## src/hdl/chkt_pkg.sv

```systemverilog
// Package: shared types, codes and constants of the chained hash key table.
`timescale 1ns / 1ps
`default_nettype none
package chkt_pkg;

	// Default sizes
	localparam int BUCKETS_DEF = 1024;
	localparam int NODES_DEF   = 4096;

	// Width of the bucket field carried in the queue (covers the largest table)
	localparam int BKT_FIELD_W = 16;

	// Mixer constants
	localparam logic [63:0] MIX_C1 = 64'hbf58476d1ce4e5b9;
	localparam logic [63:0] MIX_C2 = 64'h94d049bb133111eb;
	localparam int MIX_S1 = 30;
	localparam int MIX_S2 = 27;
	localparam int MIX_S3 = 31;

	// Request kinds
	localparam logic [1:0] KIND_INSERT = 2'd0;
	localparam logic [1:0] KIND_FIND   = 2'd1;
	localparam logic [1:0] KIND_REMOVE = 2'd2;
	localparam logic [1:0] KIND_UNUSED = 2'd3;

	typedef struct packed {
		logic [1:0]  kind;
		logic [63:0] key;
		logic [31:0] value_in;
	} chkt_req_t;

	typedef struct packed {
		logic        hit;
		logic [31:0] value_out;
		logic        pool_full;
	} chkt_rsp_t;

	typedef struct packed {
		chkt_req_t              req;
		logic [BKT_FIELD_W-1:0] bucket;
	} chkt_qent_t;

	typedef enum logic [1:0] {
		F_IDLE,
		F_HASH,
		F_MOD,
		F_PUSH
	} front_state_t;

	typedef enum logic [2:0] {
		B_CLEAR,
		B_IDLE,
		B_HEAD,
		B_WALK,
		B_NODE,
		B_DECIDE,
		B_ALLOC,
		B_REM1
	} back_state_t;

endpackage
`default_nettype wire

```

## src/hdl/chkt_front.sv

```systemverilog
// Front end: accepts requests, hashes the key and reduces it to a bucket.
`timescale 1ns / 1ps
`default_nettype none
module chkt_front
	import chkt_pkg::*;
#(
	parameter int BUCKETS = BUCKETS_DEF
) (
	input  wire logic      clk,
	input  wire logic      arst_n,
	input  wire logic      take,
	input  wire chkt_req_t req,
	output logic           busy,
	output logic           push,
	output chkt_qent_t     push_ent,
	input  wire logic      q_full
);

	localparam int BW = $clog2(BUCKETS);
	localparam bit POW2 = ((BUCKETS & (BUCKETS - 1)) == 0);
	// Reciprocal of the bucket count, scaled by 2^32
	localparam logic [31:0] MU = 32'(64'h1_0000_0000 / 64'(BUCKETS));
	localparam logic [31:0] BK = 32'(BUCKETS);

	front_state_t state_q, state_d;
	chkt_req_t    req_q;
	logic [1:0]   phase_q;
	logic         round_q;
	logic [63:0]  a_q;
	logic [63:0]  prod_q;
	logic [63:0]  acc_q;
	logic [63:0]  h_q;
	logic [BW-1:0] rem_q;
	logic [2:0]   cnt_q;
	logic [BW-1:0] bkt_q;

	logic [63:0]  c_sel;
	logic [31:0]  mul_a;
	logic [31:0]  mul_b;
	logic [63:0]  mul_p;
	logic [63:0]  y;
	logic [63:0]  h_new;
	logic [31:0]  mod_n;
	logic [31:0]  mod_qb;
	logic [31:0]  mod_r;
	logic [31:0]  mod_rf;

	// Select one 32x32 partial product per phase, or the quotient estimate
	always_comb begin
		c_sel = round_q ? MIX_C2 : MIX_C1;
		case (phase_q)
			2'd0: begin
				mul_a = a_q[31:0];
				mul_b = c_sel[31:0];
			end
			2'd1: begin
				mul_a = a_q[31:0];
				mul_b = c_sel[63:32];
			end
			2'd2: begin
				mul_a = a_q[63:32];
				mul_b = c_sel[31:0];
			end
			default: begin
				mul_a = 32'd0;
				mul_b = 32'd0;
			end
		endcase
		if (state_q == F_MOD) begin
			mul_a = mod_n;
			mul_b = MU;
		end
		mul_p = {32'd0, mul_a} * {32'd0, mul_b};
		y     = acc_q + {prod_q[31:0], 32'd0};
		h_new = y ^ (y >> MIX_S3);
	end

	// One remainder step per 16-bit digit, MSB first: estimate the quotient
	// by the reciprocal, which is low by at most one, then correct once
	always_comb begin
		mod_n  = {16'(rem_q), h_q[63:48]};
		mod_qb = {16'd0, prod_q[47:32]} * {16'd0, BK[15:0]};
		mod_r  = mod_n - mod_qb;
		mod_rf = (mod_r >= BK) ? (mod_r - BK) : mod_r;
	end

	// Next state
	always_comb begin
		state_d = state_q;
		case (state_q)
			F_IDLE: begin
				if (take) state_d = F_HASH;
			end
			F_HASH: begin
				if (phase_q == 2'd3 && round_q) state_d = POW2 ? F_PUSH : F_MOD;
			end
			F_MOD: begin
				if (cnt_q == 3'd7) state_d = F_PUSH;
			end
			F_PUSH: begin
				if (!q_full) state_d = F_IDLE;
			end
			default: state_d = F_IDLE;
		endcase
	end

	// Outputs
	always_comb begin
		busy = (state_q != F_IDLE);
		push = (state_q == F_PUSH);
		push_ent.req    = req_q;
		push_ent.bucket = BKT_FIELD_W'(bkt_q);
	end

	// Hold control state
	always_ff @(posedge clk or negedge arst_n) begin
		if (!arst_n) begin
			state_q <= F_IDLE;
		end else begin
			state_q <= state_d;
		end
	end

	// Hash datapath: four phases a round, a register after every product
	always_ff @(posedge clk) begin
		case (state_q)
			F_IDLE: begin
				if (take) begin
					req_q   <= req;
					a_q     <= req.key ^ (req.key >> MIX_S1);
					round_q <= 1'b0;
					phase_q <= 2'd0;
				end
			end
			F_HASH: begin
				prod_q  <= mul_p;
				phase_q <= phase_q + 2'd1;
				case (phase_q)
					2'd1: acc_q <= prod_q;
					2'd2: acc_q <= acc_q + {prod_q[31:0], 32'd0};
					default: acc_q <= acc_q;
				endcase
				if (phase_q == 2'd3) begin
					if (!round_q) begin
						a_q     <= y ^ (y >> MIX_S2);
						round_q <= 1'b1;
					end else begin
						h_q   <= h_new;
						bkt_q <= h_new[BW-1:0];
						rem_q <= '0;
						cnt_q <= 3'd0;
					end
				end
			end
			F_MOD: begin
				// Even cycles register the estimate, odd cycles take the digit in
				cnt_q <= cnt_q + 3'd1;
				if (!cnt_q[0]) begin
					prod_q <= mul_p;
				end else begin
					rem_q <= mod_rf[BW-1:0];
					h_q   <= {h_q[47:0], 16'd0};
				end
				if (cnt_q == 3'd7) bkt_q <= mod_rf[BW-1:0];
			end
			default: begin
				cnt_q <= cnt_q;
			end
		endcase
	end

endmodule
`default_nettype wire

```

## config.mk

```make
export PLATFORM = sky130hd
export DESIGN_NAME = chkt_front
export DESIGN_NICKNAME = d
export VERILOG_FILES = /design/src/hdl/chkt_pkg.sv /design/src/hdl/chkt_front.sv
export SDC_FILE = /design/constraint.sdc
export NUM_CORES = 2
export LEC_CHECK = 0
export BUFFER_PORTS_ARGS = -buffer_cell sky130_fd_sc_hd__clkbuf_2
export CAP_MARGIN = 20
export CORE_MARGIN = 3
export CORE_UTILIZATION = 50
export CTS_CLUSTER_SIZE = 14
export DETAILED_ROUTE_END_ITERATION = 6
export PLACE_DENSITY = 0.71
export RECOVER_POWER = 100
export REMOVE_ABC_BUFFERS = 1
export SYNTH_ARGS = -nofsm -noshare
export SYNTH_HDL_FRONTEND = slang
export SYNTH_SLANG_ARGS = --single-unit
export TNS_END_PERCENT = 1
```

## constraint.sdc

```tcl
create_clock -name clk -period 21.2 [get_ports clk]
set_input_delay 1.06 -clock clk [delete_from_list [all_inputs] [get_ports clk]]
set_output_delay 1.06 -clock clk [all_outputs]
set_load 0.02 [all_outputs]
```

==> metrics.md <==
| Metric | Value |
|---|---|
| # port buffers | 211 |
| Drt wl/cell | 28.1 um |
| Metal-1 WL | 66.1 mm |
| Hold Violations, Final | 0 |
| Post-Syn Area | 46400 um2 |
| Dominant synthesized flop cell | edfxtp_1 |
| Crit. End Element | flip-flop |
| Crit-path slowest cell | clkbuf_1 |
| Top sig layer | met5 |
| Most common cell on crit path | fa_1 |
| Arrival time worst endpoint | 14.84 ns |
| Worst-path clk slew | 0.06 ns |
| Met3 WL post-DR | 16.2 mm |
| Total number of vias | 32700 |
| Seq/Total Area, Yosys | 24.7% |
| Worst Hold Class | input port to asynchronous set/reset pin |
| Seq cells post-synth | 382 |
| First-pass GRT wire length | 237 mm |
| CP max FO | 63 |
| Initial antenna violation count | 5 |
| Crit path largest cell delay | 1.91 ns |
| Cell row count | 111 |
| Finish-stage setup viols | 0 |
| Initial Util | 50.5% |
| CTS buffer count | 36 |
| RSZ-0062 raised after global routing | no |
| Hold_ws | 0.288 ns |
| Top cell type's share of synthesized area | 35.8% |
| Ys Warns | 0 |
| Syn avg cell area | 10.7 um2 |
| Final slew viol count | 680 |
| Total core area | 91800 um2 |
| # H-tree levels | 2 |
| Post-route ant nets | 0 |
| Failing checks | capacitance limit, slew limit |
| Layout Nets | 5827 |
| Clock latency on the worst-skew pair | 0.55 ns |
| Syn Inst Count | 4342 |
| Largest cells by area after synthesis | fa_1, edfxtp_1, ha_1, inv_1, nor2_1 |
| Setup crit start kind | flip-flop |
| Area leader, netlist | fa_1 |
| Share of cells above drive strength 1 | 4.92% |
| CP delay by family, top | adder cells |
| Achievable Freq | 68.6 MHz |
| Post-CTS Hold Buffers | 0 |
| Synth unique cells | 65 |
| Post-detailed-placement half-perimeter wirelength | 138 mm |
| Global router's overall resource usage | 34.1% |
| Most frequent cells after synthesis | inv_1, fa_1, edfxtp_1 |
| Die area | 96400 um2 |
| CTS tree | done |
| Max Cap Viol | 14 |
| RePlAce Congestion | 1.05 |
| Vias in the first global route | 34500 |
| Drc violations | 0 |
| Final TNS setup | 0 ns |
| Post-CTS setup buffers | 0 |
| Average vias per placed instance | 5.65 |
| # IOs | 218 |
| Final period util | 68.8% |
| Worst EP required | 21.46 ns |
| CP Buf/Inv Count | 6 |
| FILL cells | 8332 |
| Outcome | finished with violations |
| CTS max path bufs | 3 |
| P&R area growth vs syn | 7.29% |
| Largest net degree at the start of global routing | 73 |
| Worst Tran Pin Value | 4.70 ns |
| CTS root buf | clkbuf_16 |
| Count leader, synth | inv_1 |
| Clock skew | 0.0256 ns |
| Die Height | 311 um |
| Pre-antenna DRT Iters | 6 |
| Clock Sinks | 382 |
| Die Wd | 311 um |
| Setup CP Type | flip-flop to flip-flop |
| Tmin final | 14.58 ns |
| Synth async-reset ratio | 0.524% |
| Total wire length | 163 mm |
| CTS resizes | 0 |
| Met2 routed WL | 72.4 mm |
| Slew headroom | -213% |
| DRT iter0 DRCs | 3679 |
| Final global-route overflow total | 0 |
| EDFF count, synth | 380 |
==> cell families after synthesis <==
group	count (synthesis)	share of synthesized area (%)
buffers and inverters	1169	9.52
flip-flops	382	24.7
XOR/XNOR	197	3.72
adder cells (fa/ha/maj)	1196	45.7
other	1	0.00809
AO/OA/AOI/OAI	447	6.18
AND/OR/NAND/NOR	861	8.00
multiplexers	89	2.17
==> through the flow <==
stage          cells  util, %  cell area (um2)  worst slack (ns)
2_1_floorplan   4223        -            45900              9.08
3_3_place_gp    5730     53.4            49000              9.68
3_5_place_dp    5733     53.4            49100              9.64
4_1_cts         5794     54.6            50200              9.60
5_1_grt         5795     54.2            49700              5.93
6_report        5798     54.2            49800              6.62
==> placed cells by master (no fill, tap or decap), types with 70 or more instances in the layout <==
cell type  instances
clkbuf_1         202
mux2_2            81
o21ai_0           92
edfxtp_1         380
a21oi_1          144
fa_1             829
xor2_1            70
ha_1             367
nand2_1          288
inv_1           1044
nor2_1           370
xnor2_1          127
==> final timing paths <==
check,start,endpoint,slack [ns],depth (start not counted)
min in group clk,h_q[23],h_q[39],0.53,2
hold / removal,arst_n,state_q[1],0.29,1
setup / recovery,state_q[0],prod_q[60],6.62,30
setup reg to reg,state_q[0],prod_q[60],6.62,30
max in group asynchronous,arst_n,state_q[0],20.78,1
hold reg to reg,h_q[23],h_q[39],0.53,2
==> flip-flops by register name (all words and copies together) (netlist names) <==
register	cells
state_q	2
phase_q	2
bkt_q	10
cnt_q	3
acc_q	64
round_q	1
a_q	64
h_q	64
rem_q	10
prod_q	64
push_ent	98
==> metal layers <==
layer	track usage, %	up-vias
met5	0	-
met4	13.7	4
met3	6.90	338
met2	52.0	1744
met1	48.1	16800
li1	-	13900
==> layout make-up <==
cell class,instances,area (um2),area share [%]
clock inverter,18,148,0.297
antenna,3,7.51,0.0151
timing repair buffer,268,1190,2.38
tap,1243,1560,3.13
multi-input combinational,2796,30500,61.4
sequential,382,11500,23.0
clock buffer,43,948,1.91
inverter,1045,3920,7.88
Power is not shown: default switching activity piles up to over one toggle a cycle in this logic, so the estimate is an artifact.
