File: config.mk
export PLATFORM = sky130hd
export DESIGN_NAME = chkt_fifo
export DESIGN_NICKNAME = d
export VERILOG_FILES = /design/src/hdl/chkt_pkg.sv /design/src/hdl/chkt_fifo.sv
export SDC_FILE = /design/constraint.sdc
export NUM_CORES = 1
export LEC_CHECK = 0
export ABC_CLOCK_PERIOD_IN_PS = 7000
export BUFFER_PORTS_ARGS = -buffer_cell sky130_fd_sc_hd__buf_4
export CAP_MARGIN = 40
export CELL_PAD_IN_SITES_DETAIL_PLACEMENT = 2
export CELL_PAD_IN_SITES_GLOBAL_PLACEMENT = 2
export CORE_MARGIN = 3
export CORE_UTILIZATION = 24
export DETAILED_ROUTE_END_ITERATION = 16
export GPL_TIMING_DRIVEN = 1
export PLACE_DENSITY_LB_ADDON = 0.1
export SETUP_SLACK_MARGIN = 0.4
export SYNTH_ARGS = -nofsm -noshare
export SYNTH_HDL_FRONTEND = slang
export SYNTH_SLANG_ARGS = --single-unit
File: constraint.sdc
create_clock -name clk -period 7 [get_ports clk]
set_input_delay 0.35 -clock clk [delete_from_list [all_inputs] [get_ports clk]]
set_output_delay 0.35 -clock clk [all_outputs]
set_load 0.1 [all_outputs]
File: src/hdl/chkt_pkg.sv
// Package: shared types, codes and constants of the chained hash key table.
`timescale 1ns / 1ps
`default_nettype none
package chkt_pkg;

	// Default sizes
	localparam int BUCKETS_DEF = 1024;
	localparam int NODES_DEF   = 4096;

	// Width of the bucket field carried in the queue (covers the largest table)
	localparam int BKT_FIELD_W = 16;

	// Mixer constants
	localparam logic [63:0] MIX_C1 = 64'hbf58476d1ce4e5b9;
	localparam logic [63:0] MIX_C2 = 64'h94d049bb133111eb;
	localparam int MIX_S1 = 30;
	localparam int MIX_S2 = 27;
	localparam int MIX_S3 = 31;

	// Request kinds
	localparam logic [1:0] KIND_INSERT = 2'd0;
	localparam logic [1:0] KIND_FIND   = 2'd1;
	localparam logic [1:0] KIND_REMOVE = 2'd2;
	localparam logic [1:0] KIND_UNUSED = 2'd3;

	typedef struct packed {
		logic [1:0]  kind;
		logic [63:0] key;
		logic [31:0] value_in;
	} chkt_req_t;

	typedef struct packed {
		logic        hit;
		logic [31:0] value_out;
		logic        pool_full;
	} chkt_rsp_t;

	typedef struct packed {
		chkt_req_t              req;
		logic [BKT_FIELD_W-1:0] bucket;
	} chkt_qent_t;

	typedef enum logic [1:0] {
		F_IDLE,
		F_HASH,
		F_MOD,
		F_PUSH
	} front_state_t;

	typedef enum logic [2:0] {
		B_CLEAR,
		B_IDLE,
		B_HEAD,
		B_WALK,
		B_NODE,
		B_DECIDE,
		B_ALLOC,
		B_REM1
	} back_state_t;

endpackage
`default_nettype wire

File: src/hdl/chkt_fifo.sv
// Two-entry queue between the hashing front and the table back end.
`timescale 1ns / 1ps
`default_nettype none
module chkt_fifo
	import chkt_pkg::*;
(
	input  wire logic       clk,
	input  wire logic       arst_n,
	input  wire logic       push,
	input  wire chkt_qent_t push_ent,
	output logic            full,
	input  wire logic       pop,
	output logic            empty,
	output chkt_qent_t      head_ent
);

	chkt_qent_t ent_q [2];
	logic       wp_q;
	logic       rp_q;
	logic [1:0] cnt_q;

	assign full     = (cnt_q == 2'd2);
	assign empty    = (cnt_q == 2'd0);
	assign head_ent = ent_q[rp_q];

	// Store entries
	always_ff @(posedge clk) begin
		if (push && !full) begin
			ent_q[wp_q] <= push_ent;
		end
	end

	// Advance pointers and count
	always_ff @(posedge clk or negedge arst_n) begin
		if (!arst_n) begin
			wp_q  <= 1'b0;
			rp_q  <= 1'b0;
			cnt_q <= 2'd0;
		end else begin
			if (push && !full) begin
				wp_q <= ~wp_q;
			end
			if (pop && !empty) begin
				rp_q <= ~rp_q;
			end
			case ({push && !full, pop && !empty})
				2'b10:   cnt_q <= cnt_q + 2'd1;
				2'b01:   cnt_q <= cnt_q - 2'd1;
				default: cnt_q <= cnt_q;
			endcase
		end
	end

endmodule
`default_nettype wire

==> results of run 1 <==
[cell families after synthesis]
logic type                 count (synthesis)  synth area share
xor gates and xnor gates                   5           0.00508
adders and majority gates                  1           0.00145
buffers and inverters                     14            0.0131
DFF                                      232             0.806
muxes                                    114             0.171
and+or+nand+nor                            7           0.00392
[registers in the layout, summed over array words and instances, names as in the netlist]
name,flops
wp_q,1
cnt_q,2
ent_q,228
rp_q,1
[layer usage]
layer | routed length [um] | up-vias | GRT usage
met3 | 1850 | 40 | 0.0376
met1 | 8470 | 2395 | 0.129
li1 | - | 2228 | -
met4 | 655 | 0 | 0.0338
met2 | 10600 | 172 | 0.189
met5 | 0 | - | 0
[area by class of cell]
type | count | area share
inverter | 1 | 0.000289
tap | 455 | 0.0439
clock buffer | 37 | 0.0583
multi-input combinational | 127 | 0.121
timing repair buffer | 356 | 0.234
sequential | 232 | 0.536
clock inverter | 12 | 0.00637
[cells in the final DEF (no fill, tap or decap), types with 2 or more instances in the layout]
| cell type | count |
|---|---|
| mux2_2 | 64 |
| clkinv_1 | 6 |
| nor2_1 | 2 |
| dlygate4sd3_1 | 115 |
| clkbuf_1 | 8 |
| clkinv_2 | 3 |
| xnor2_1 | 3 |
| buf_16 | 3 |
| xor2_1 | 2 |
| mux2_4 | 50 |
| buf_4 | 237 |
| edfxtp_1 | 228 |
| dfrtp_1 | 3 |
| clkinvlp_4 | 2 |
| clkbuf_16 | 29 |
[critical path: stages, from the launching register on]
cell	delay, ns
dfrtp_4	0.74
buf_4	0.43
buf_16	0.32
mux2_2	0.39
buf_4	0.24
[worst max-delay path by stage]
stage / end / startpoint / slack [ns]
2_1_floorplan: ent_q[0][0]$_DFFE_PP_ / cnt_q[0]$_DFFE_PN0P_ / 1.04
3_3_place_gp: head_ent[113] / rp_q$_DFFE_PN0P_ / 3.91
3_5_place_dp: head_ent[113] / rp_q$_DFFE_PN0P_ / 4.45
4_1_cts: head_ent[113] / rp_q$_DFFE_PN0P_ / 3.84
5_1_grt: head_ent[106] / rp_q$_DFFE_PN0P_ / 3.80
6_report: head_ent[113] / rp_q$_DFFE_PN0P_ / 3.98
[Yosys cell counts]
cell type  count  area (um2)
nor2_1         3        11.3
ha_1           1        12.5
xnor2_1        3        26.3
and3_1         1        6.26
edfxtp_1     228        6850
nor2b_1        1        6.26
buf_2          6        30.0
inv_1          1        3.75
mux2_4        50         751
mux2_2        64         721
xor2_1         2        17.5
nand2_1        1        3.75
buf_6          7        78.8
dfrtp_1        4         100
nand2b_1       1        6.26
[stage by stage]
stage	setup slack [ns]	instance area, um2	hold slack, ns	std cells
2_1_floorplan	1.04	8620	0.0544	373
3_3_place_gp	3.91	10900	0.148	1052
3_5_place_dp	4.45	11000	0.153	1056
4_1_cts	3.84	13000	0.146	1220
5_1_grt	3.80	13000	0.173	1220
6_report	3.98	13000	0.206	1220
==> results.cfg, run 1 <==
[logic_synthesis]
ys_warn_count = 0
syn_nets = 492
synth_cells = 373
netlist_area_mm2 = 0.00862
synth_cell_types = 15
synth_seq_cells = 232
avgSynthCellArea_um2 = 23.1
synth-seq-area-share = 0.806

[cts]
cts_buffers = 28
cts_hold_buf = 115
cts.sinks = 232
path_clk_slew_ns = 0.06
cts-root-buf = clkbuf_16
clk_latency_ns = 0.53
clk_path_buf_depth = 3
cts_tree = yes
post-cts-setup-buffers = 0
post_cts_resize_count = 0
ctsHtreeMaxLevel = 1

[drt]
drcViolationCount = 0
wire_per_inst_um = 17.7
drtIter0Drc = 69
num_vias = 4835
ant_nets = 0
wl_um = 21600
drtPass1Iterations = 4
viasPerCell = 3.96

[grt]
grt_pass1_vias = 5818
grt_max_degree = 56
grt_overflow = 0
grt_pass1_wl_um = 33200
grt_antenna_before_repair = 0
grt_use_total = 0.110

[timing]
max_slew_margin = 0.467
timing.final.crit_share = 0.432
fin_tns_setup_ns = 0
setup-violations-final = 0
hold_viol = 0
rsz0062_at_grt = false
tightest_slew_ns = 0.799
fmax_ghz = 0.331
clock_skew_ns = 0.0123
period_needed_ns = 3.02
maxSlewViolCount = 0

[critical_path]
r2r_slack_ns = 4.58
r2r-start = cnt_q[0]$_DFFE_PN0P_
path_max_fanout = 38
critical_path_class = reg -> out
cp.arrival_ns = 2.67
reg2reg_to = ent_q[1][110]$_DFFE_PP_
cp-start-kind = flop
cp_data_required_time_ns = 6.65
reg2reg_depth = 4
cp-end-kind = output port

[floorplanning]
placementRows = 68
io_pins = 234
initial_utilization = 0.247
core_area_mm2 = 0.0350
fp.dieArea_mm2 = 0.0382
die_height_um = 196
die_x_um = 196

[final_layout]
fin_nets = 865
multi_input_area_mm2 = 0.00157
syn2layout_area_growth_pct = 50.4
drive_gt1_frac = 0.514
seq_area_mm2 = 0.00695
n_antenna_cell = 0
fillerInstances = 3460
final_core_util = 0.371

[place]
gp_congestion = 0.662
dp_hpwl_um = 14300
port-buffer-count = 233

[hold_path]
hold_path.class = in -> async

[status]
status = finished, final reports clean

[run]
max-cap-violations = 0
Power of run 1 is not shown: default switching activity piles up to over one toggle a cycle in this logic, so the estimate is an artifact.
==> run 2, diff against run 1 <==
Settings changed: ABC_CLOCK_PERIOD_IN_PS 7000 to 2500.
Clock period 7 ns to 2.5 ns, I/O delays scaled along.
==> run 2 against run 1 <==
  * Global-route usage is 0.69 points higher
  * Core utilization grew 1.9 points
  * Worst hold slack better by 0.11 ns
  * Critical path depth stayed put
  * Clock skew up 0.0048 ns
  * Critical endpoint is now head_ent[64]
  * Critical path type unchanged
  * Setup slack lost 3.5 ns
  * Sequential share of layout area fell by 2.6 points
  * Final area is 5.0% higher
==> results.cfg, run 2 (synthesis gave the netlist of run 1 again) <==
[status]
status = finished, final reports clean

[place]
port-buffer-count = 233
dp.cells = 1055
gp_congestion = 0.673
dp_hpwl_um = 14200

[timing]
maxSlewViolCount = 0
setup-violations-final = 0
rsz0062_at_grt = true
fmax_ghz = 0.486
tightest_slew_ns = 0.543
hold_viol = 0
period_needed_ns = 2.06
clock_skew_ns = 0.0171
max_slew_margin = 0.638
timing.final.crit_share = 0.824

[grt]
grt_max_degree = 68
grtUsageMet1 = 0.144
grtUsageMet2 = 0.198
grt_pass1_vias = 5712
busiest_layer = met2
grt_overflow = 0
grt_antenna_before_repair = 0
use_met3 = 0.0383
grt_pass1_wl_um = 34600
grt_use_total = 0.116

[critical_path]
cp-end-kind = output port
cp-start-kind = flop
cp.arrival_ns = 1.93
reg2reg_depth = 3
path_max_fanout = 12
cp_data_required_time_ns = 2.38
critical_path_class = reg -> out

[cts]
path_clk_slew_ns = 0.06
clk_latency_ns = 0.54
cts_tree = yes
cts-root-buf = clkbuf_16
cts.sinks = 232
cts_buffers = 28
clk_path_buf_depth = 3
ctsHtreeMaxLevel = 1

[floorplanning]
die_height_um = 196
core_area_mm2 = 0.0350
die_x_um = 196
fp.dieArea_mm2 = 0.0382
initial_utilization = 0.247
io_pins = 234
placementRows = 68

[final_layout]
final_common_cell = edfxtp_1
largest_reg_flops = 228
fin_nets = 875
syn2layout_area_growth_pct = 58.0
top_register = ent_q
drive_gt1_frac = 0.523
n_antenna_cell = 0
final_cell_mix = 228 x edfxtp_1, 161 x buf_4, 118 x dlygate4sd3_1
final_cells = 1233
reg_top3 = ent_q (228), cnt_q (2)

[drt]
drtIter0Drc = 123
drcViolationCount = 0
drtPass1Iterations = 4
wire_per_inst_um = 19.0
num_vias = 4893
ant_nets = 0
viasPerCell = 3.97
wl_um = 23400

[run]
max-cap-violations = 0

[hold_path]
hold_path.class = in -> reg
hold-path-cell-count = 2
run 2: stage by stage:
step / TNS (ns) / setup slack [ns] / instance area (um2) / util / hold slack, ns
CTS: 0 / 0.282 / 13300 / 0.379 / 0.277
finish: 0 / 0.441 / 13600 / 0.389 / 0.314
global placement: 0 / 0.856 / 11000 / 0.314 / -0.0726
floorplan: -24.79 / -0.216 / 8640 / - / -0.171
global route: 0 / 0.374 / 13600 / 0.389 / 0.286
detailed placement: 0 / 0.803 / 11000 / 0.314 / -0.0671
run 2: critical path, stage by stage (launching register included):
cell,delay [ns]
dfrtp_4,0.53
buf_12,0.17
clkbuf_16,0.20
mux2_4,0.32
buf_8,0.17
run 2: worst paths after layout:
check                                     start  slack, ns                      to
setup / recovery               rp_q$_DFFE_PN0P_       0.44            head_ent[64]
hold / removal                     push_ent[23]       0.31  ent_q[0][23]$_DFFE_PP_
setup reg to reg           cnt_q[0]$_DFFE_PN0P_       0.84  ent_q[1][40]$_DFFE_PP_
hold reg to reg            cnt_q[1]$_DFFE_PN0P_       0.56    cnt_q[1]$_DFFE_PN0P_
max in group asynchronous                arst_n       1.74        rp_q$_DFFE_PN0P_
min in group asynchronous                arst_n       0.55        wp_q$_DFFE_PN0N_
run 2: area by class of cell:
cell class | instances | area, um2
Timing Repair Buffer | 366 | 3560
Multi-Input combinational cell | 127 | 1590
Tap cell | 455 | 569
Clock buffer | 35 | 748
Sequential cell | 232 | 6950
Clock inverter | 17 | 203
Fill cell | 3391 | 21300
Inverter | 1 | 3.75
run 2: per-layer routing:
layer | vias to the layer above | part of all wire
li1 | 2253 | -
met1 | 2448 | 0.41
met2 | 163 | 0.49
met3 | 29 | 0.081
met4 | 0 | 0.020
met5 | - | 0
run 2: repair_timing:
action,4_1_cts,5_1_grt
hold buffers,118,0
buffers inserted,1,1
hold endpoints to repair,234,0
setup endpoints to repair,98,77
cloned,3,3
gates resized for setup,14,74
Power of run 2 is left out for the same reason.
